`config.mk`:
```
export PLATFORM = sky130hd
export DESIGN_NAME = block_section_indication_fsm_unit_flat
export DESIGN_NICKNAME = d
export VERILOG_FILES = /design/src/rtl/bsi_pkg.sv /design/src/rtl/bsi_if.sv /design/src/rtl/block_section_indication_fsm_unit.sv /design/src/rtl/bsi_send_fsm.sv /design/src/rtl/bsi_recv_fsm.sv /design/src/flat_wrapper.sv
export SDC_FILE = /design/constraint.sdc
export NUM_CORES = 1
export LEC_CHECK = 0
export BUFFER_PORTS_ARGS = -buffer_cell sky130_fd_sc_hd__buf_4
export CORE_MARGIN = 1
export CORE_UTILIZATION = 35
export CTS_CLUSTER_SIZE = 10
export DETAILED_ROUTE_END_ITERATION = 8
export HOLD_SLACK_MARGIN = 0.08
export PLACE_DENSITY_LB_ADDON = 0.15
export SYNTH_ARGS = -nofsm -noshare
export SYNTH_HDL_FRONTEND = slang
export SYNTH_SLANG_ARGS = --single-unit
```
`constraint.sdc`:
```
create_clock -name clk -period 4.2 [get_ports clk]
set_clock_uncertainty 0.15 [all_clocks]
set_input_delay 0.63 -clock clk [delete_from_list [all_inputs] [get_ports clk]]
set_output_delay 0.63 -clock clk [all_outputs]
set_load 0.01 [all_outputs]
```
`src/rtl/bsi_pkg.sv`:
```
// ----------------------------------------------------------------------------
// bsi_pkg
// shared types and constants of the block section indication unit
// ----------------------------------------------------------------------------
package bsi_pkg;

	localparam int BLINK_W  = 12;
	localparam int WINDOW_W = 8;
	localparam int CFG_W    = 12;
	localparam int CFG_IDX_W = 2;

	localparam logic [BLINK_W-1:0]  BLINK_PERIOD_RST  = BLINK_W'(1000);
	localparam logic [WINDOW_W-1:0] CANCEL_WINDOW_RST = WINDOW_W'(120);

	localparam logic [CFG_IDX_W-1:0] CFG_BLINK_PERIOD  = 2'd0;
	localparam logic [CFG_IDX_W-1:0] CFG_CANCEL_WINDOW = 2'd1;

	typedef logic [1:0] status_t;
	localparam status_t STAT_NONE         = 2'd0;
	localparam status_t STAT_LINE_CLEAR   = 2'd1;
	localparam status_t STAT_TRAIN_MOVING = 2'd2;
	localparam status_t STAT_TRAIN_EXIT   = 2'd3;

	typedef enum logic [2:0] {
		PH_BLINK   = 3'd0,
		PH_CLOSED  = 3'd1,
		PH_CLEAR   = 3'd2,
		PH_ON_LINE = 3'd3,
		PH_EXIT    = 3'd4
	} phase_t;

	// inputs of one machine for one evaluation step
	typedef struct packed {
		logic relay;
		logic clear;
		logic cancel_btn;
		logic push_btn;
		logic coop;
	} mach_in_t;

	// next visible state of one machine
	typedef struct packed {
		logic    lamp;
		status_t status;
		phase_t  phase;
	} mach_out_t;

	// one registered request
	typedef struct packed {
		logic tgt_relay_fb;
		logic tcf_relay_fb;
		logic send_track_clear;
		logic recv_track_clear;
		logic far_cancel_button;
		logic far_push_button;
		logic near_coop_cancel;
		logic near_cancel_button;
		logic near_push_button;
		logic far_coop_cancel;
		logic ms_tick;
		logic sec_tick;
	} item_t;

endpackage

```
`src/rtl/bsi_if.sv`:
```
// ----------------------------------------------------------------------------
// bsi_in_if / bsi_out_if
// valid/ready channels of the block section indication unit
// ----------------------------------------------------------------------------
interface bsi_in_if;
	logic valid;
	logic ready;
	logic tgt_relay_fb;
	logic tcf_relay_fb;
	logic send_track_clear;
	logic recv_track_clear;
	logic far_cancel_button;
	logic far_push_button;
	logic near_coop_cancel;
	logic near_cancel_button;
	logic near_push_button;
	logic far_coop_cancel;
	logic ms_tick;
	logic sec_tick;

	modport source (output valid, tgt_relay_fb, tcf_relay_fb, send_track_clear,
		recv_track_clear, far_cancel_button, far_push_button, near_coop_cancel,
		near_cancel_button, near_push_button, far_coop_cancel, ms_tick, sec_tick,
		input ready);
	modport sink (input valid, tgt_relay_fb, tcf_relay_fb, send_track_clear,
		recv_track_clear, far_cancel_button, far_push_button, near_coop_cancel,
		near_cancel_button, near_push_button, far_coop_cancel, ms_tick, sec_tick,
		output ready);
endinterface

interface bsi_out_if;
	logic       valid;
	logic       ready;
	logic       send_lamp;
	logic       recv_lamp;
	logic       cancel_lamp;
	logic       coop_pending;
	logic [1:0] send_status;
	logic [1:0] recv_status;
	logic [2:0] send_phase;
	logic [2:0] recv_phase;

	modport source (output valid, send_lamp, recv_lamp, cancel_lamp, coop_pending,
		send_status, recv_status, send_phase, recv_phase, input ready);
	modport sink (input valid, send_lamp, recv_lamp, cancel_lamp, coop_pending,
		send_status, recv_status, send_phase, recv_phase, output ready);
endinterface

```
`src/rtl/block_section_indication_fsm_unit.sv`:
```
// a request is registered in the input stage when accepted, its result loads into the result register when it steps
// throughput: one request per cycle unless the result channel stalls, the machines step once per request
// a registered input stage and a result register part the two channels
// reset: asynchronous, both machines in the blink phase, counters and lamps
// cleared, cancel window loaded with the reset window of 120 seconds
// ----------------------------------------------------------------------------
// block_section_indication_fsm_unit
// sending and receiving line indication machines with shared cancel window
// ----------------------------------------------------------------------------
module block_section_indication_fsm_unit import bsi_pkg::*; (
	input  logic                 clk,
	input  logic                 arst_n,
	input  logic                 cfg_we,
	input  logic [CFG_IDX_W-1:0] cfg_idx,
	input  logic [CFG_W-1:0]     cfg_wdata,
	bsi_in_if.sink               sample,
	bsi_out_if.source            indication
);

	logic [BLINK_W-1:0]  blink_period_q;
	logic [WINDOW_W-1:0] cancel_window_q;
	logic [WINDOW_W-1:0] window_q;
	logic [WINDOW_W-1:0] window_dec;
	logic [WINDOW_W-1:0] window_mid;
	logic [WINDOW_W-1:0] window_nxt;

	item_t     item_s1;
	logic      valid_s1;
	logic      adv;
	logic      res_valid_q;
	mach_in_t  send_in;
	mach_in_t  recv_in;
	mach_out_t send_nxt;
	mach_out_t recv_nxt;
	logic      send_req_nxt;
	logic      cancel_lamp_nxt;
	logic      send_reload;
	logic      recv_reload;

	// configuration
	always_ff @(posedge clk or negedge arst_n) begin
		if (!arst_n) begin
			blink_period_q  <= BLINK_PERIOD_RST;
			cancel_window_q <= CANCEL_WINDOW_RST;
		end else if (cfg_we) begin
			case (cfg_idx)
				CFG_BLINK_PERIOD:  blink_period_q  <= cfg_wdata[BLINK_W-1:0];
				CFG_CANCEL_WINDOW: cancel_window_q <= cfg_wdata[WINDOW_W-1:0];
				default: ;
			endcase
		end
	end

	// handshake
	assign adv              = valid_s1 && (!res_valid_q || indication.ready);
	assign sample.ready     = !valid_s1 || adv;
	assign indication.valid = res_valid_q;

	always_ff @(posedge clk or negedge arst_n) begin
		if (!arst_n) begin
			valid_s1    <= 1'b0;
			res_valid_q <= 1'b0;
		end else begin
			if (sample.ready) valid_s1 <= sample.valid;
			if (adv) res_valid_q <= 1'b1;
			else if (indication.ready) res_valid_q <= 1'b0;
		end
	end

	always_ff @(posedge clk) begin
		if (sample.valid && sample.ready) begin
			item_s1.tgt_relay_fb       <= sample.tgt_relay_fb;
			item_s1.tcf_relay_fb       <= sample.tcf_relay_fb;
			item_s1.send_track_clear   <= sample.send_track_clear;
			item_s1.recv_track_clear   <= sample.recv_track_clear;
			item_s1.far_cancel_button  <= sample.far_cancel_button;
			item_s1.far_push_button    <= sample.far_push_button;
			item_s1.near_coop_cancel   <= sample.near_coop_cancel;
			item_s1.near_cancel_button <= sample.near_cancel_button;
			item_s1.near_push_button   <= sample.near_push_button;
			item_s1.far_coop_cancel    <= sample.far_coop_cancel;
			item_s1.ms_tick            <= sample.ms_tick;
			item_s1.sec_tick           <= sample.sec_tick;
		end
	end

	// shared cancel window, sending machine reloads first
	assign window_dec = (item_s1.sec_tick && window_q != '0) ? window_q - WINDOW_W'(1)
		: window_q;
	assign window_mid = send_reload ? cancel_window_q : window_dec;
	assign window_nxt = recv_reload ? cancel_window_q : window_mid;

	always_ff @(posedge clk or negedge arst_n) begin
		if (!arst_n) window_q <= CANCEL_WINDOW_RST;
		else if (adv) window_q <= window_nxt;
	end

	assign send_in = '{relay: item_s1.tgt_relay_fb, clear: item_s1.send_track_clear,
		cancel_btn: item_s1.far_cancel_button, push_btn: item_s1.far_push_button,
		coop: item_s1.near_coop_cancel};
	assign recv_in = '{relay: item_s1.tcf_relay_fb, clear: item_s1.recv_track_clear,
		cancel_btn: item_s1.near_cancel_button, push_btn: item_s1.near_push_button,
		coop: item_s1.far_coop_cancel};

	bsi_send_fsm u_send (
		.clk          (clk),
		.arst_n       (arst_n),
		.step         (adv),
		.mi           (send_in),
		.ms_tick      (item_s1.ms_tick),
		.win_live     (window_dec != '0),
		.blink_period (blink_period_q),
		.nxt          (send_nxt),
		.req_nxt      (send_req_nxt),
		.reload       (send_reload)
	);

	bsi_recv_fsm u_recv (
		.clk             (clk),
		.arst_n          (arst_n),
		.step            (adv),
		.mi              (recv_in),
		.ms_tick         (item_s1.ms_tick),
		.win_live        (window_mid != '0),
		.blink_period    (blink_period_q),
		.nxt             (recv_nxt),
		.cancel_lamp_nxt (cancel_lamp_nxt),
		.reload          (recv_reload)
	);

	// result register
	always_ff @(posedge clk) begin
		if (adv) begin
			indication.send_lamp    <= send_nxt.lamp;
			indication.recv_lamp    <= recv_nxt.lamp;
			indication.cancel_lamp  <= cancel_lamp_nxt;
			indication.coop_pending <= send_req_nxt;
			indication.send_status  <= send_nxt.status;
			indication.recv_status  <= recv_nxt.status;
			indication.send_phase   <= send_nxt.phase;
			indication.recv_phase   <= recv_nxt.phase;
		end
	end

`ifndef SYNTHESIS
	a_stage_hold: assert property (@(posedge clk) disable iff (!arst_n)
		valid_s1 && !adv |=> valid_s1 && $stable(item_s1))
		else $error("input stage lost a request while stalled");

	a_reload_window: assert property (@(posedge clk) disable iff (!arst_n)
		adv && (send_reload || recv_reload) |=> window_q == $past(cancel_window_q))
		else $error("cancel window not reloaded");

	a_exit_clears_req: assert property (@(posedge clk) disable iff (!arst_n)
		adv && u_send.phase_q == PH_EXIT && send_nxt.phase == PH_BLINK
		|-> !send_req_nxt)
		else $error("sending cancel request kept after exit");

	a_result_fresh: assert property (@(posedge clk) disable iff (!arst_n)
		$rose(res_valid_q) |-> $past(adv))
		else $error("result shown without a stepped request");
`endif

endmodule

```
`src/rtl/bsi_send_fsm.sv`:
```
// ----------------------------------------------------------------------------
// bsi_send_fsm
// sending side indication machine with its blink counter and cancel latch
// ----------------------------------------------------------------------------
module bsi_send_fsm import bsi_pkg::*; (
	input  logic               clk,
	input  logic               arst_n,
	input  logic               step,
	input  mach_in_t           mi,
	input  logic               ms_tick,
	input  logic               win_live,
	input  logic [BLINK_W-1:0] blink_period,
	output mach_out_t          nxt,
	output logic               req_nxt,
	output logic               reload
);

	phase_t             phase_q;
	phase_t             phase_nxt;
	logic [BLINK_W-1:0] cnt_q;
	logic [BLINK_W-1:0] cnt_dec;
	logic [BLINK_W-1:0] cnt_nxt;
	logic               lamp_q;
	logic               lamp_nxt;
	logic               req_q;
	status_t            status_q;
	status_t            status_nxt;
	logic               req_set;
	logic               coop_go;
	logic               entry;
	logic               moving;
	logic               leaving;

	assign cnt_dec = (ms_tick && cnt_q != '0) ? cnt_q - BLINK_W'(1) : cnt_q;
	assign req_set = req_q | (mi.cancel_btn & mi.push_btn);
	assign coop_go = mi.coop & req_set;
	assign entry   = mi.relay & ~mi.clear;
	assign moving  = mi.relay & mi.clear;
	assign leaving = ~mi.relay & mi.clear;
	assign reload  = ((phase_q == PH_CLEAR) && !entry && coop_go)
		|| ((phase_q == PH_ON_LINE) && moving && coop_go);

	assign nxt = '{lamp: lamp_nxt, status: status_nxt, phase: phase_nxt};

	// next state
	always_comb begin
		phase_nxt = phase_q;
		case (phase_q)
			PH_BLINK: begin
				if (!win_live && !mi.relay) phase_nxt = PH_CLOSED;
			end
			PH_CLOSED: begin
				if (moving) phase_nxt = PH_CLEAR;
			end
			PH_CLEAR: begin
				if (entry) phase_nxt = PH_ON_LINE;
				else if (coop_go) phase_nxt = PH_BLINK;
			end
			PH_ON_LINE: begin
				if (moving) begin
					if (coop_go) phase_nxt = PH_BLINK;
				end else if (leaving) begin
					phase_nxt = PH_EXIT;
				end
			end
			PH_EXIT: begin
				if (leaving) phase_nxt = PH_BLINK;
			end
			default: phase_nxt = phase_q;
		endcase
	end

	// outputs
	always_comb begin
		lamp_nxt   = lamp_q;
		status_nxt = status_q;
		req_nxt    = req_q;
		cnt_nxt    = cnt_dec;
		case (phase_q)
			PH_BLINK: begin
				if (win_live) begin
					if (cnt_dec == '0) begin
						lamp_nxt = ~lamp_q;
						cnt_nxt  = blink_period;
					end
				end else if (!mi.relay) begin
					lamp_nxt = 1'b0;
				end
			end
			PH_CLOSED: begin
				if (moving) begin
					lamp_nxt   = 1'b1;
					status_nxt = STAT_LINE_CLEAR;
				end
			end
			PH_CLEAR: begin
				if (entry) lamp_nxt = 1'b0;
				else req_nxt = req_set & ~coop_go;
			end
			PH_ON_LINE: begin
				if (moving) begin
					if (cnt_dec == '0) begin
						lamp_nxt = ~lamp_q;
						cnt_nxt  = blink_period;
					end
					req_nxt    = req_set & ~coop_go;
					status_nxt = STAT_TRAIN_MOVING;
				end
			end
			PH_EXIT: begin
				if (leaving) begin
					lamp_nxt   = 1'b0;
					req_nxt    = 1'b0;
					status_nxt = STAT_TRAIN_EXIT;
				end
			end
			default: lamp_nxt = lamp_q;
		endcase
	end

	always_ff @(posedge clk or negedge arst_n) begin
		if (!arst_n) begin
			phase_q  <= PH_BLINK;
			cnt_q    <= '0;
			lamp_q   <= 1'b0;
			req_q    <= 1'b0;
			status_q <= STAT_NONE;
		end else if (step) begin
			phase_q  <= phase_nxt;
			cnt_q    <= cnt_nxt;
			lamp_q   <= lamp_nxt;
			req_q    <= req_nxt;
			status_q <= status_nxt;
		end
	end

endmodule

```
`src/rtl/bsi_recv_fsm.sv`:
```
// ----------------------------------------------------------------------------
// bsi_recv_fsm
// receiving side indication machine with blink counter, cancel lamp and latch
// ----------------------------------------------------------------------------
module bsi_recv_fsm import bsi_pkg::*; (
	input  logic               clk,
	input  logic               arst_n,
	input  logic               step,
	input  mach_in_t           mi,
	input  logic               ms_tick,
	input  logic               win_live,
	input  logic [BLINK_W-1:0] blink_period,
	output mach_out_t          nxt,
	output logic               cancel_lamp_nxt,
	output logic               reload
);

	phase_t             phase_q;
	phase_t             phase_nxt;
	logic [BLINK_W-1:0] cnt_q;
	logic [BLINK_W-1:0] cnt_dec;
	logic [BLINK_W-1:0] cnt_nxt;
	logic               lamp_q;
	logic               lamp_nxt;
	logic               cancel_lamp_q;
	logic               req_q;
	logic               req_nxt;
	status_t            status_q;
	status_t            status_nxt;
	logic               req_set;
	logic               coop_go;
	logic               entry;
	logic               moving;
	logic               leaving;

	assign cnt_dec = (ms_tick && cnt_q != '0) ? cnt_q - BLINK_W'(1) : cnt_q;
	assign req_set = req_q | (mi.cancel_btn & mi.push_btn);
	assign coop_go = mi.coop & req_set;
	assign entry   = mi.relay & ~mi.clear;
	assign moving  = mi.relay & mi.clear;
	assign leaving = ~mi.relay & mi.clear;
	assign reload  = ((phase_q == PH_CLEAR) && coop_go)
		|| ((phase_q == PH_ON_LINE) && moving && coop_go);

	assign nxt = '{lamp: lamp_nxt, status: status_nxt, phase: phase_nxt};

	// next state, cancel wins over entry
	always_comb begin
		phase_nxt = phase_q;
		case (phase_q)
			PH_BLINK: begin
				if (!win_live && !mi.relay) phase_nxt = PH_CLOSED;
			end
			PH_CLOSED: begin
				if (moving) phase_nxt = PH_CLEAR;
			end
			PH_CLEAR: begin
				if (coop_go) phase_nxt = PH_BLINK;
				else if (entry) phase_nxt = PH_ON_LINE;
			end
			PH_ON_LINE: begin
				if (moving) begin
					if (coop_go) phase_nxt = PH_BLINK;
				end else if (leaving) begin
					phase_nxt = PH_EXIT;
				end
			end
			PH_EXIT: begin
				if (leaving) phase_nxt = PH_BLINK;
			end
			default: phase_nxt = phase_q;
		endcase
	end

	// outputs
	always_comb begin
		lamp_nxt        = lamp_q;
		status_nxt      = status_q;
		cancel_lamp_nxt = cancel_lamp_q;
		req_nxt         = req_q;
		cnt_nxt         = cnt_dec;
		case (phase_q)
			PH_BLINK: begin
				if (win_live) begin
					if (cnt_dec == '0) begin
						lamp_nxt        = ~lamp_q;
						cancel_lamp_nxt = ~cancel_lamp_q;
						cnt_nxt         = blink_period;
					end
				end else if (!mi.relay) begin
					lamp_nxt        = 1'b0;
					cancel_lamp_nxt = 1'b0;
				end
			end
			PH_CLOSED: begin
				if (moving) begin
					lamp_nxt   = 1'b1;
					status_nxt = STAT_LINE_CLEAR;
				end
			end
			PH_CLEAR: begin
				if (entry) lamp_nxt = 1'b0;
				req_nxt = req_set & ~coop_go;
			end
			PH_ON_LINE: begin
				if (moving) begin
					if (cnt_dec == '0) begin
						lamp_nxt = ~lamp_q;
						cnt_nxt  = blink_period;
					end
					req_nxt    = req_set & ~coop_go;
					status_nxt = STAT_TRAIN_MOVING;
				end
			end
			PH_EXIT: begin
				if (leaving) begin
					lamp_nxt   = 1'b0;
					status_nxt = STAT_TRAIN_EXIT;
				end
			end
			default: lamp_nxt = lamp_q;
		endcase
	end

	always_ff @(posedge clk or negedge arst_n) begin
		if (!arst_n) begin
			phase_q       <= PH_BLINK;
			cnt_q         <= '0;
			lamp_q        <= 1'b0;
			cancel_lamp_q <= 1'b0;
			req_q         <= 1'b0;
			status_q      <= STAT_NONE;
		end else if (step) begin
			phase_q       <= phase_nxt;
			cnt_q         <= cnt_nxt;
			lamp_q        <= lamp_nxt;
			cancel_lamp_q <= cancel_lamp_nxt;
			req_q         <= req_nxt;
			status_q      <= status_nxt;
		end
	end

endmodule
```
`src/flat_wrapper.sv`:
```
// flat-port wrapper written by rule: the top's interface ports become plain ports
module block_section_indication_fsm_unit_flat import bsi_pkg::*;
  (clk, arst_n, cfg_we, cfg_idx, cfg_wdata, sample_valid, sample_tgt_relay_fb, sample_tcf_relay_fb, sample_send_track_clear, sample_recv_track_clear, sample_far_cancel_button, sample_far_push_button, sample_near_coop_cancel, sample_near_cancel_button, sample_near_push_button, sample_far_coop_cancel, sample_ms_tick, sample_sec_tick, sample_ready, indication_valid, indication_send_lamp, indication_recv_lamp, indication_cancel_lamp, indication_coop_pending, indication_send_status, indication_recv_status, indication_send_phase, indication_recv_phase, indication_ready);
  bsi_in_if sample_i ();
  bsi_out_if indication_i ();
  input  logic clk;
  input  logic arst_n;
  input  logic cfg_we;
  input  logic [CFG_IDX_W-1:0] cfg_idx;
  input  logic [CFG_W-1:0] cfg_wdata;
  input wire logic [$bits(sample_i.valid)-1:0] sample_valid;
  input wire logic [$bits(sample_i.tgt_relay_fb)-1:0] sample_tgt_relay_fb;
  input wire logic [$bits(sample_i.tcf_relay_fb)-1:0] sample_tcf_relay_fb;
  input wire logic [$bits(sample_i.send_track_clear)-1:0] sample_send_track_clear;
  input wire logic [$bits(sample_i.recv_track_clear)-1:0] sample_recv_track_clear;
  input wire logic [$bits(sample_i.far_cancel_button)-1:0] sample_far_cancel_button;
  input wire logic [$bits(sample_i.far_push_button)-1:0] sample_far_push_button;
  input wire logic [$bits(sample_i.near_coop_cancel)-1:0] sample_near_coop_cancel;
  input wire logic [$bits(sample_i.near_cancel_button)-1:0] sample_near_cancel_button;
  input wire logic [$bits(sample_i.near_push_button)-1:0] sample_near_push_button;
  input wire logic [$bits(sample_i.far_coop_cancel)-1:0] sample_far_coop_cancel;
  input wire logic [$bits(sample_i.ms_tick)-1:0] sample_ms_tick;
  input wire logic [$bits(sample_i.sec_tick)-1:0] sample_sec_tick;
  output wire logic [$bits(sample_i.ready)-1:0] sample_ready;
  output wire logic [$bits(indication_i.valid)-1:0] indication_valid;
  output wire logic [$bits(indication_i.send_lamp)-1:0] indication_send_lamp;
  output wire logic [$bits(indication_i.recv_lamp)-1:0] indication_recv_lamp;
  output wire logic [$bits(indication_i.cancel_lamp)-1:0] indication_cancel_lamp;
  output wire logic [$bits(indication_i.coop_pending)-1:0] indication_coop_pending;
  output wire logic [$bits(indication_i.send_status)-1:0] indication_send_status;
  output wire logic [$bits(indication_i.recv_status)-1:0] indication_recv_status;
  output wire logic [$bits(indication_i.send_phase)-1:0] indication_send_phase;
  output wire logic [$bits(indication_i.recv_phase)-1:0] indication_recv_phase;
  input wire logic [$bits(indication_i.ready)-1:0] indication_ready;
  assign sample_i.valid = sample_valid;
  assign sample_i.tgt_relay_fb = sample_tgt_relay_fb;
  assign sample_i.tcf_relay_fb = sample_tcf_relay_fb;
  assign sample_i.send_track_clear = sample_send_track_clear;
  assign sample_i.recv_track_clear = sample_recv_track_clear;
  assign sample_i.far_cancel_button = sample_far_cancel_button;
  assign sample_i.far_push_button = sample_far_push_button;
  assign sample_i.near_coop_cancel = sample_near_coop_cancel;
  assign sample_i.near_cancel_button = sample_near_cancel_button;
  assign sample_i.near_push_button = sample_near_push_button;
  assign sample_i.far_coop_cancel = sample_far_coop_cancel;
  assign sample_i.ms_tick = sample_ms_tick;
  assign sample_i.sec_tick = sample_sec_tick;
  assign sample_ready = sample_i.ready;
  assign indication_valid = indication_i.valid;
  assign indication_send_lamp = indication_i.send_lamp;
  assign indication_recv_lamp = indication_i.recv_lamp;
  assign indication_cancel_lamp = indication_i.cancel_lamp;
  assign indication_coop_pending = indication_i.coop_pending;
  assign indication_send_status = indication_i.send_status;
  assign indication_recv_status = indication_i.recv_status;
  assign indication_send_phase = indication_i.send_phase;
  assign indication_recv_phase = indication_i.recv_phase;
  assign indication_i.ready = indication_ready;
  block_section_indication_fsm_unit u_core (.clk(clk), .arst_n(arst_n), .cfg_we(cfg_we), .cfg_idx(cfg_idx), .cfg_wdata(cfg_wdata), .sample(sample_i), .indication(indication_i));
endmodule
```
==> results of run 1 <==
==> per-stage QoR <==
step	std cells	hold slack, ns	cell area [sq um]	utilization, %
final	848	0.270	6390	40.2
after global routing	848	0.287	6390	40.2
after CTS	848	0.288	6390	40.2
after detailed placement	832	0.292	6120	38.5
after global placement	832	0.290	6120	38.5
after floorplan	605	0.184	5680	-
==> metal layers <==
metal  global-route usage (%)  part of all wire, %  up-vias
met5                        0                    0        -
met4                     7.47                  2.2        0
met3                     2.35                  3.5       21
met2                     28.2                   46      125
met1                     24.9                   48     2301
li1                         -                    -     2316
==> state kept, by name (all words and copies together), names as in the netlist, 3 cells and up <==
register                      cells
u_core.blink_period_q            12
u_core.window_q                   8
u_core.item_s1                   12
u_core.indication.send_phase      3
u_core.cancel_window_q            8
u_core.indication.recv_phase      3
u_core.u_send.phase_q             3
u_core.u_recv.phase_q             3
u_core.u_recv.cnt_q              12
u_core.u_send.cnt_q              12
==> critical path: stages, from the launching register on <==
cell	delay (ns)
sky130_fd_sc_hd__dfrtp_1	0.42
sky130_fd_sc_hd__inv_1	0.12
sky130_fd_sc_hd__ha_1	0.16
sky130_fd_sc_hd__or4b_4	0.48
sky130_fd_sc_hd__o31ai_1	0.53
sky130_fd_sc_hd__mux2i_1	0.34
sky130_fd_sc_hd__nand4b_2	0.17
sky130_fd_sc_hd__a2111oi_4	0.71
sky130_fd_sc_hd__nand3_1	0.20
sky130_fd_sc_hd__o311ai_0	0.15
==> area by class of cell <==
| cell class | instances | area share [%] |
|---|---|---|
| timing repair buffer | 52 | 6.11 |
| tap | 216 | 4.23 |
| clock buffer | 9 | 3.53 |
| clock inverter | 7 | 0.725 |
| sequential | 95 | 39.5 |
| inverter | 17 | 0.999 |
| multi-input combinational | 452 | 44.9 |
==> power breakdown <==
part           leakage, nW  total [W]  internal [W]  switching [W]
Sequential            1.10    0.00169       0.00127       0.000418
Clock                0.131   0.000777      0.000402       0.000375
Combinational         1.29    0.00181      0.000778        0.00103
Total                 2.52    0.00427       0.00245        0.00183
==> how the worst min path moves through the flow <==
| stage | slack [ns] | to | start | depth (start not counted) |
|---|---|---|---|---|
| 3_3_place_gp | 0.29 | u_core.u_recv.req_q | u_core.item_s1[2] | 1 |
| 5_1_grt | 0.29 | u_core.item_s1[7] | sample_far_cancel_button | 1 |
| 6_report | 0.27 | u_core.u_recv.cnt_q[9] | arst_n | 1 |
| 2_1_floorplan | 0.18 | u_core.blink_period_q[0] | arst_n | 0 |
| 4_1_cts | 0.29 | u_core.item_s1[7] | sample_far_cancel_button | 1 |
| 3_5_place_dp | 0.29 | u_core.u_recv.req_q | u_core.item_s1[2] | 1 |
==> synthesized netlist by cell type, drive strengths merged, types with 13 or more instances <==
cell / number
a21oi: 38
a31oi: 13
clkbuf: 31
dfrtp: 55
dfstp: 14
edfxtp: 26
inv: 16
mux2: 23
nand2: 60
nand3: 33
nor2: 50
nor3: 16
nor4: 14
o21ai: 50
==> kinds of logic (layout without fill, tap and decap cells) <==
family | Yosys count | after routing
flip-flops | 95 | 95
AO/OA/AOI/OAI | 174 | 174
multiplexers | 34 | 34
AND/OR/NAND/NOR | 236 | 236
buffers and inverters | 58 | 85
adder cells (fa/ha/maj) | 5 | 5
XOR/XNOR | 3 | 3
==> results by group, run 1 <==
Run status
  • Status: completed

Yosys
  • Number of distinct library cells after synthesis: a little under 80
  • Xor and xnor fraction of the mapped netlist area: 0.463%
  • Syn Std Cell Area: 5680 sq um
  • Register bit count reported by yosys: 95
  • Number of flops mapped to enable cells by yosys: 26
  • Sequential-to-total area share from yosys stat: 44.5%
  • Compound-gate portion of the synthesized area: roughly 20%
  • Net count after synthesis: ~640
  • Area fraction of the dominant cell type after synthesis: between 20% and 30%
  • Post-synthesis area per instance: between 9 and 10 sq um
  • Share of synthesized cell area in full adder, half adder and majority cells: 1.10%
  • Library cell with the largest summed area after synthesis: sky130_fd_sc_hd__dfrtp_1
  • Synth area leaders: sky130_fd_sc_hd__dfrtp_1, sky130_fd_sc_hd__edfxtp_1, sky130_fd_sc_hd__dfstp_2
  • Post-synthesis cell count: 605
  • Most used DFF post-synth: sky130_fd_sc_hd__dfrtp_1
  • Post-synthesis mux area share: 6.50%
  • Largest family of logic cells by synthesized area: simple AND/OR/NAND/NOR gates
  • Synth warnings: 0
  • Post-synthesis share of cell area spent on and, or, nand and nor gates: 22.2%
  • Fraction of registers with async set or reset after synthesis: roughly 73%

STA
  • Ratio of final minimum period to clock period: between 80% and 90%
  • Slew Viols, Final: 0
  • Setup repair after global routing missed its margin: no
  • Hold Vio Cnt, Final: 0
  • Final Critical Period: between 3 and 4 ns
  • Setup-failing EPs final: 0
  • Slew at the pin with the worst max-slew slack: approximately 1.1 ns
  • Maximum achievable frequency: between 200 and 300 MHz
  • Final WS setup: 0.635 ns
  • Total Neg Setup Slack: 0 ns
  • Max transition margin: roughly a quarter

Clock network
  • Post-CTS Setup Bufs: 0
  • Clock slew seen by the registers of the worst setup and hold paths: ~0.07 ns
  • CTS tree: yes
  • Post_cts resized: 0
  • Number of buffers inserted by hold repair at cts: 0
  • H-tree depth: 3
  • TritonCTS sink count: 95
  • Clock root cell: sky130_fd_sc_hd__clkbuf_16
  • Clock latency of the later-clocked register in the worst-skew pair: ~0.35 ns
  • Number of clock buffers inserted by TritonCTS: 9
  • Bufs on Longest Clock Path: 2

Setup path
  • Required time at the endpoint of the critical path: between 4 and 5 ns
  • Endpoint of the worst register-to-register path: u_core.u_recv.cnt_q[3]
  • Worst reg-to-reg setup slack: approximately 0.64 ns
  • Worst-case reg-to-reg path depth: 9
  • Origin of the worst setup path: u_core.u_recv.cnt_q[0]
  • Critical path fanouts, max: 12
  • Worst r2r src: u_core.u_recv.cnt_q[0]
  • Kind of critical path: register to register
  • Type of element launching the critical path: register
  • Kind of capture point of the worst setup path: register
  • Worst setup path endpoint: u_core.u_recv.cnt_q[3]
  • Data arrival time of the worst path: approximately 3.6 ns

Route
  • Average via count per standard cell: between 5 and 6
  • Post-route ant nets: 0
  • Residual DRC: 0
  • Vias: around 4800
  • Detailed-routing iteration count for the pre-antenna-repair pass: 5
  • Initial DRC Count: about 330
  • Total Wirelength: ~14000 um
  • Routed length per instance: 16.7 um

Floorplan
  • Vertical die dimension: 129 um
  • Floorplan core area: about 16000 sq um
  • IO Pins: 47
  • Number of core rows: 46
  • Starting utilization of the core area: ~36%
  • Overall die area: around 17000 sq um
  • Die X: 129 um

Layout
  • Area overhead of the layout relative to synthesis: 12.5%
  • FF+latch area: between 2000 and 3000 sq um
  • Area occupied by multi-input gates: between 2000 and 3000 sq um
  • Most frequent cells in the layout: sky130_fd_sc_hd__nand2_1, sky130_fd_sc_hd__dfrtp_1, sky130_fd_sc_hd__buf_4
  • Leading cell type in the layout, fill and taps excluded: sky130_fd_sc_hd__nand2_1
  • Number of inserted diodes: 0
  • Count of fill cells added during filler insertion: between 1500 and 2000
  • Ratio of cells with drive above 1 in the final layout: around a fifth
  • Final layout net count: between 600 and 700

Placed design
  • Post-placement setup slack: between 0.6 and 0.7 ns
  • Final weighted congestion of routability-driven global placement: between 0.9 and 1
  • Total of buffers placed on input and output ports: 46
  • HPWL after detailed placement: between 10000 and 15000 um

GRT
  • Total Routing Usage GR: about 18%
  • Vias in the first global route: 4389
  • First-pass GRT wire length: 23000 um
  • Overflow after GRT: 0
  • Initial antenna violation count: 0
  • Maximum number of pins on one net before global-route repair: 70

Hold path
  • Path type of the worst min-delay path: input port to async pin

Pwr
  • Power Total: about 0.0043 W
  • Total power density per cell area: about 670 nW/um^2
  • Leak pwr: between 2 and 3 nW
  • Max rail drop VDD: 0.216 mV

Flow run
  • Number of max-cap violations: 0
Power figures use the tool's default switching activity.
==> run 2: changes to the inputs <==
==> constraint.sdc (replaced) <==
create_clock -name clk -period 3.2 [get_ports clk]
set_clock_uncertainty 0.15 [all_clocks]
set_input_delay 0.48 -clock clk [delete_from_list [all_inputs] [get_ports clk]]
set_output_delay 0.48 -clock clk [all_outputs]
set_load 0.01 [all_outputs]
==> run 2 against run 1 <==
Net effect: sequential cell count unchanged; sequential share of layout area shrank 1.7 points; global-route usage up 0.58 points; combinational power up 49%; cell area up 4.4%; largest cell class unchanged.
==> results by group, run 2 (synthesis results as in run 1) <==
Run status
  • Status: completed

Pwr
  • Power Total: about 0.0059 W
  • Leak pwr: 2.68 nW
  • Max rail drop VDD: between 0.4 and 0.5 mV
  • Total power density per cell area: approximately 890 nW/um^2

Layout
  • Area occupied by multi-input gates: ~2900 sq um
  • FF+latch area: approximately 2500 sq um
  • Count of placed standard cells in the final layout, fillers left out: ~880
  • Area overhead of the layout relative to synthesis: 17.5%
  • Ratio of cells with drive above 1 in the final layout: between 20% and 30%
  • Number of inserted diodes: 0
  • Final layout net count: between 600 and 700
  • Leading cell type in the layout, fill and taps excluded: sky130_fd_sc_hd__buf_4
  • Count of fill cells added during filler insertion: 1585
  • Most frequent cells in the layout: sky130_fd_sc_hd__buf_4, sky130_fd_sc_hd__nand2_1, sky130_fd_sc_hd__dfrtp_1

STA
  • Final Critical Period: 3.12 ns
  • Max transition margin: a little under two fifths
  • Maximum achievable frequency: around 320 MHz
  • Setup repair after global routing missed its margin: yes
  • Slew at the pin with the worst max-slew slack: about 0.95 ns
  • Total Neg Setup Slack: 0 ns
  • Hold Vio Cnt, Final: 0
  • Ratio of final minimum period to clock period: a little over nine tenths
  • Setup-failing EPs final: 0
  • Final WS setup: 0.0847 ns
  • Slew Viols, Final: 0
  • Min Hold Slack: between 0.1 and 0.15 ns

Clock network
  • Bufs on Longest Clock Path: 2
  • Clock latency of the later-clocked register in the worst-skew pair: between 0.3 and 0.4 ns
  • CTS tree: yes
  • Clock slew seen by the registers of the worst setup and hold paths: about 0.07 ns
  • Clock root cell: sky130_fd_sc_hd__clkbuf_16
  • Number of clock buffers inserted by TritonCTS: 9
  • H-tree depth: 3
  • TritonCTS sink count: 95

Floorplan
  • Die X: approximately 130 um
  • Number of core rows: 46
  • Vertical die dimension: about 130 um
  • Overall die area: ~17000 sq um
  • Starting utilization of the core area: roughly 36%
  • Floorplan core area: roughly 16000 sq um
  • IO Pins: 47

Setup path
  • Data arrival time of the worst path: roughly 3.3 ns
  • Worst-case reg-to-reg path depth: 10
  • Type of element launching the critical path: register
  • Critical path fanouts, max: 6
  • Kind of critical path: register to register
  • Worst reg-to-reg setup slack: roughly 0.085 ns
  • Kind of capture point of the worst setup path: register
  • Required time at the endpoint of the critical path: 3.33 ns

GRT
  • Overflow after GRT: 0
  • Vias in the first global route: 4585
  • Initial antenna violation count: 1
  • Total Routing Usage GR: a little under a fifth
  • First-pass GRT wire length: 23700 um
  • Maximum number of pins on one net before global-route repair: 70

Route
  • Vias: ~4800
  • Post-route ant nets: 0
  • Average via count per standard cell: approximately 5.5
  • Total Wirelength: 14800 um
  • Routed length per instance: 16.8 um
  • Detailed-routing iteration count for the pre-antenna-repair pass: 5
  • Initial DRC Count: roughly 210
  • Residual DRC: 0

Placed design
  • Post-placement setup slack: -0.0581 ns
  • Final weighted congestion of routability-driven global placement: ~0.9
  • Total of buffers placed on input and output ports: 46
  • Post-placement cell count: 860
  • HPWL after detailed placement: about 10000 um

Flow run
  • Number of max-cap violations: 0

Hold path
  • Path type of the worst min-delay path: input port to async pin
-- run 2: critical path, stage by stage (launching register included) --
cell	delay, ns
sky130_fd_sc_hd__dfrtp_1	0.43
sky130_fd_sc_hd__inv_2	0.09
sky130_fd_sc_hd__ha_1	0.15
sky130_fd_sc_hd__or4b_4	0.48
sky130_fd_sc_hd__or4_4	0.54
sky130_fd_sc_hd__a221oi_4	0.29
sky130_fd_sc_hd__nand4b_2	0.16
sky130_fd_sc_hd__a2111oi_4	0.27
sky130_fd_sc_hd__clkbuf_4	0.27
sky130_fd_sc_hd__nand2_1	0.06
sky130_fd_sc_hd__a21oi_1	0.14
-- run 2: layout make-up --
class	instances	area share (%)
flip-flops and latches	95	37.9
clock inverters	7	0.826
repair buffers	82	9.48
inverters	17	0.957
multi-input cells	452	43.4
well taps	216	4.05
clock buffers	9	3.38
-- run 2: report_power, final --
group | total, W | internal, W | switching, W
registers | 0.00213 | 0.00166 | 0.000467
logic | 0.00270 | 0.00120 | 0.00150
clock network | 0.00107 | 0.000540 | 0.000527
-- run 2: worst paths after layout --
check | startpoint | end
max in group asynchronous | arst_n | u_core.u_send.phase_q[1]
worst max-delay path | u_core.u_recv.cnt_q[0] | u_core.u_recv.cnt_q[4]
worst min register to register | u_core.item_s1[2] | u_core.u_recv.req_q
min in group clk | sample_ms_tick | u_core.item_s1[1]
worst min-delay path | arst_n | u_core.u_recv.cnt_q[4]
worst max register to register | u_core.u_recv.cnt_q[0] | u_core.u_recv.cnt_q[4]
-- run 2: per-layer routing --
layer / up-vias / track usage, % / share of wire (%) / routed length, um
met1: 2347 / 24.7 / 48 / 7100
li1: 2378 / - / - / -
met2: 71 / 29.8 / 47 / 6920
met5: - / 0 / 0.088 / 13
met4: 2 / 6.16 / 1.8 / 261
met3: 15 / 4.09 / 3.2 / 479
-- run 2: stage by stage --
stage | instance area [sq um] | util (%)
floorplan | 5680 | -
finish | 6670 | 42.0
global placement | 6340 | 39.9
CTS | 6640 | 41.8
global route | 6670 | 42.0
detailed placement | 6340 | 39.9
-- run 2: what timing repair did --
action | 4_1_cts | 5_1_grt
gates resized for setup | 3 | 6
pin swaps | 0 | 2
hold buffers | 0 | 0
buffers inserted | 1 | 0
gates cloned | 0 | 1
setup endpoints to repair | 1 | 25
==> run 3: changes to the inputs <==
--- a/config.mk
+++ b/config.mk
@@ -14,4 +14,5 @@
 export PLACE_DENSITY_LB_ADDON = 0.15
 export SYNTH_ARGS = -nofsm -noshare
 export SYNTH_HDL_FRONTEND = slang
+export SYNTH_HIERARCHICAL = 1
 export SYNTH_SLANG_ARGS = --single-unit
==> run 3 against run 2 <==
Net effect: sequential cell count stayed put; fmax is 3.1% lower; non-clock buffer count is 13 higher; first-iteration DRC count is 46% higher; largest power group unchanged; sequential power hardly changed; the flow now finishes with violations (negative setup slack); setup slack worse by 0.10 ns; synthesized cell count is 0.50% lower; synthesized area is 3.0% higher; core utilization is 1.6 points higher.
==> results by group, run 3 <==
Clock network
  • TritonCTS sink count: 95
  • Clock slew seen by the registers of the worst setup and hold paths: about 0.070 ns
  • CTS tree: yes
  • Clock root cell: sky130_fd_sc_hd__clkbuf_16
  • Number of buffers inserted by hold repair at cts: 0
  • Number of clock buffers inserted by TritonCTS: 9
  • Clock latency of the later-clocked register in the worst-skew pair: about 0.35 ns
  • Bufs on Longest Clock Path: 2
  • H-tree depth: 3

Pwr
  • Leak pwr: approximately 2.8 nW
  • Max rail drop VDD: slightly above 0.3 mV
  • Total power density per cell area: 828 nW/um^2

Yosys
  • Register bit count reported by yosys: 95
  • Compound-gate portion of the synthesized area: between 10% and 20%
  • Xor and xnor fraction of the mapped netlist area: about 2.2%
  • Top cells by instance count after synthesis: sky130_fd_sc_hd__dfrtp_1, sky130_fd_sc_hd__nor2_1, sky130_fd_sc_hd__a21oi_1, sky130_fd_sc_hd__nand2_1, sky130_fd_sc_hd__o21ai_0
  • Post-synthesis share of cell area spent on and, or, nand and nor gates: 21.8%
  • Dominant cell by count in the synthesized netlist: sky130_fd_sc_hd__dfrtp_1
  • Most used DFF post-synth: sky130_fd_sc_hd__dfrtp_1
  • Largest family of logic cells by synthesized area: simple AND/OR/NAND/NOR gates
  • Net count after synthesis: around 640
  • Fraction of registers with async set or reset after synthesis: between 70% and 80%
  • Library cell with the largest summed area after synthesis: sky130_fd_sc_hd__dfrtp_1
  • Synth area leaders: sky130_fd_sc_hd__dfrtp_1, sky130_fd_sc_hd__edfxtp_1, sky130_fd_sc_hd__dfstp_2
  • Post-synthesis area per instance: 9.71 sq um
  • Number of flops mapped to enable cells by yosys: 26
  • Area fraction of the dominant cell type after synthesis: between 20% and 30%
  • Sequential-to-total area share from yosys stat: a little over two fifths
  • Number of distinct library cells after synthesis: between 90 and 100
  • Share of synthesized cell area in full adder, half adder and majority cells: 0.856%
  • Post-synthesis cell count: roughly 600
  • Synth warnings: 6
  • Syn Std Cell Area: a little under 6000 sq um
  • Post-synthesis mux area share: roughly 6.7%

Floorplan
  • Die X: about 130 um
  • IO Pins: between 40 and 50
  • Starting utilization of the core area: 36.3%
  • Floorplan core area: approximately 16000 sq um
  • Number of core rows: between 40 and 50
  • Overall die area: between 15000 and 20000 sq um
  • Vertical die dimension: approximately 130 um

GRT
  • Vias in the first global route: approximately 4600
  • Maximum number of pins on one net before global-route repair: 70
  • Overflow after GRT: 0
  • Initial antenna violation count: 0
  • First-pass GRT wire length: about 25000 um
  • Total Routing Usage GR: between 10% and 20%

STA
  • Slew Viols, Final: 0
  • Hold Vio Cnt, Final: 0
  • Max transition margin: between 30% and 40%
  • Final WS setup: -0.0156 ns
  • Setup-failing EPs final: 1
  • Setup repair after global routing missed its margin: yes
  • Slew at the pin with the worst max-slew slack: 0.917 ns
  • Min Hold Slack: roughly 0.091 ns
  • Maximum achievable frequency: around 310 MHz
  • Ratio of final minimum period to clock period: 100%
  • Final Critical Period: approximately 3.2 ns

Route
  • Total Wirelength: about 15000 um
  • Vias: a little under 5000
  • Initial DRC Count: between 300 and 400
  • Average via count per standard cell: about 5.5
  • Detailed-routing iteration count for the pre-antenna-repair pass: 6
  • Residual DRC: 0
  • Routed length per instance: 16.6 um
  • Post-route ant nets: 0

Setup path
  • Critical path fanouts, max: 4
  • Type of element launching the critical path: register
  • Kind of capture point of the worst setup path: register
  • Required time at the endpoint of the critical path: 3.15 ns
  • Worst r2r src: u_core/window_q[0]
  • Origin of the worst setup path: u_core/window_q[0]
  • Data arrival time of the worst path: approximately 3.2 ns
  • Kind of critical path: register to register

Flow run
  • Number of max-cap violations: 0

Placed design
  • Post-placement setup slack: -0.106 ns
  • Total of buffers placed on input and output ports: 46
  • HPWL after detailed placement: ~10000 um
  • Final weighted congestion of routability-driven global placement: ~1

Layout
  • Final layout net count: ~700
  • Ratio of cells with drive above 1 in the final layout: between 30% and 40%
  • Leading cell type in the layout, fill and taps excluded: sky130_fd_sc_hd__buf_4
  • Most frequent cells in the layout: sky130_fd_sc_hd__buf_4, sky130_fd_sc_hd__dfrtp_1, sky130_fd_sc_hd__nor2_1
  • Area overhead of the layout relative to synthesis: 20.1%
  • Number of inserted diodes: 0

Run status
  • Violated checks: negative setup slack
  • Status: finished, violations left

Hold path
  • Path type of the worst min-delay path: input port to async pin
==> run 3: area by class of cell <==
cell class,instances,area [sq um]
Multi-Input combinational cell,433,3060
Tap cell,216,270
Clock inverter,6,61.3
Timing Repair Buffer,95,738
Fill cell,1597,9100
Clock buffer,10,229
Sequential cell,95,2520
Inverter,35,131
==> run 3: worst paths after layout <==
| kind | end | slack, ns | cells past startpoint |
|---|---|---|---|
| setup / recovery | u_core/indication.send_lamp | -0.02 | 13 |
| max in group asynchronous | u_core/cancel_window_q[0] | 2.20 | 1 |
| hold reg to reg | u_core/u_recv/req_q | 0.30 | 1 |
| hold / removal | u_core/indication.valid | 0.09 | 1 |
| min in group clk | u_core/item_s1[10] | 0.15 | 1 |
| setup reg to reg | u_core/indication.send_lamp | -0.02 | 13 |
==> run 3: kinds of logic after synthesis <==
group                      after synthesis
and+or+nand+nor                        212
AOI/OAI and AO/OA                      167
DFF                                     95
buffers and inverters                   74
muxes                                   35
xor gates and xnor gates                15
adders and majority gates                4
==> run 3: critical path, cell delays in order, from the launching register on <==
cell and delay (ns):
sky130_fd_sc_hd__dfrtp_1 0.39, sky130_fd_sc_hd__inv_2 0.06, sky130_fd_sc_hd__ha_1 0.13, sky130_fd_sc_hd__or3b_4 0.39, sky130_fd_sc_hd__or2_4 0.29, sky130_fd_sc_hd__a21oi_4 0.12, sky130_fd_sc_hd__mux2i_1 0.09, sky130_fd_sc_hd__or4b_4 0.55
sky130_fd_sc_hd__nor2b_4 0.16, sky130_fd_sc_hd__a21oi_4 0.18, sky130_fd_sc_hd__nor2_4 0.06, sky130_fd_sc_hd__nand2_2 0.06, sky130_fd_sc_hd__a21oi_2 0.04, sky130_fd_sc_hd__a211o_1 0.29
==> run 3: power breakdown <==
| group | internal (W) | leakage (nW) | switching [W] |
|---|---|---|---|
| Combinational | 0.00124 | 1.58 | 0.00134 |
| Clock | 0.000605 | 0.143 | 0.000483 |
| Sequential | 0.00166 | 1.05 | 0.000474 |
==> run 3: through the flow <==
stage / TNS [ns] / cell area, sq um / instances / total power, W / utilization [%]
after floorplan: -0.272 / 5880 / 602 / 0.00390 / -
after global placement: -0.0174 / 6620 / 867 / 0.00453 / 41.1
after detailed placement: -0.176 / 6620 / 867 / 0.00457 / 41.1
after CTS: -0.00694 / 6950 / 886 / 0.00574 / 43.1
after global routing: -0.354 / 7020 / 890 / 0.00620 / 43.6
final: -0.0156 / 7020 / 890 / 0.00581 / 43.6
==> run 3: per-layer routing <==
layer	share of wire, %	routed length, um	track usage (%)	up-vias
met5	0	0	0	-
met4	1.7	247	6.93	0
met3	3.0	437	2.43	18
met2	48	7120	28.7	118
met1	47	6960	23.8	2374
li1	-	-	-	2360
==> run 3: repair_timing <==
action | in CTS | in global routing
resized for setup | 5 | 10
pin swaps | 6 | 10
buffers inserted | 3 | 4
setup endpoints to repair | 4 | 26
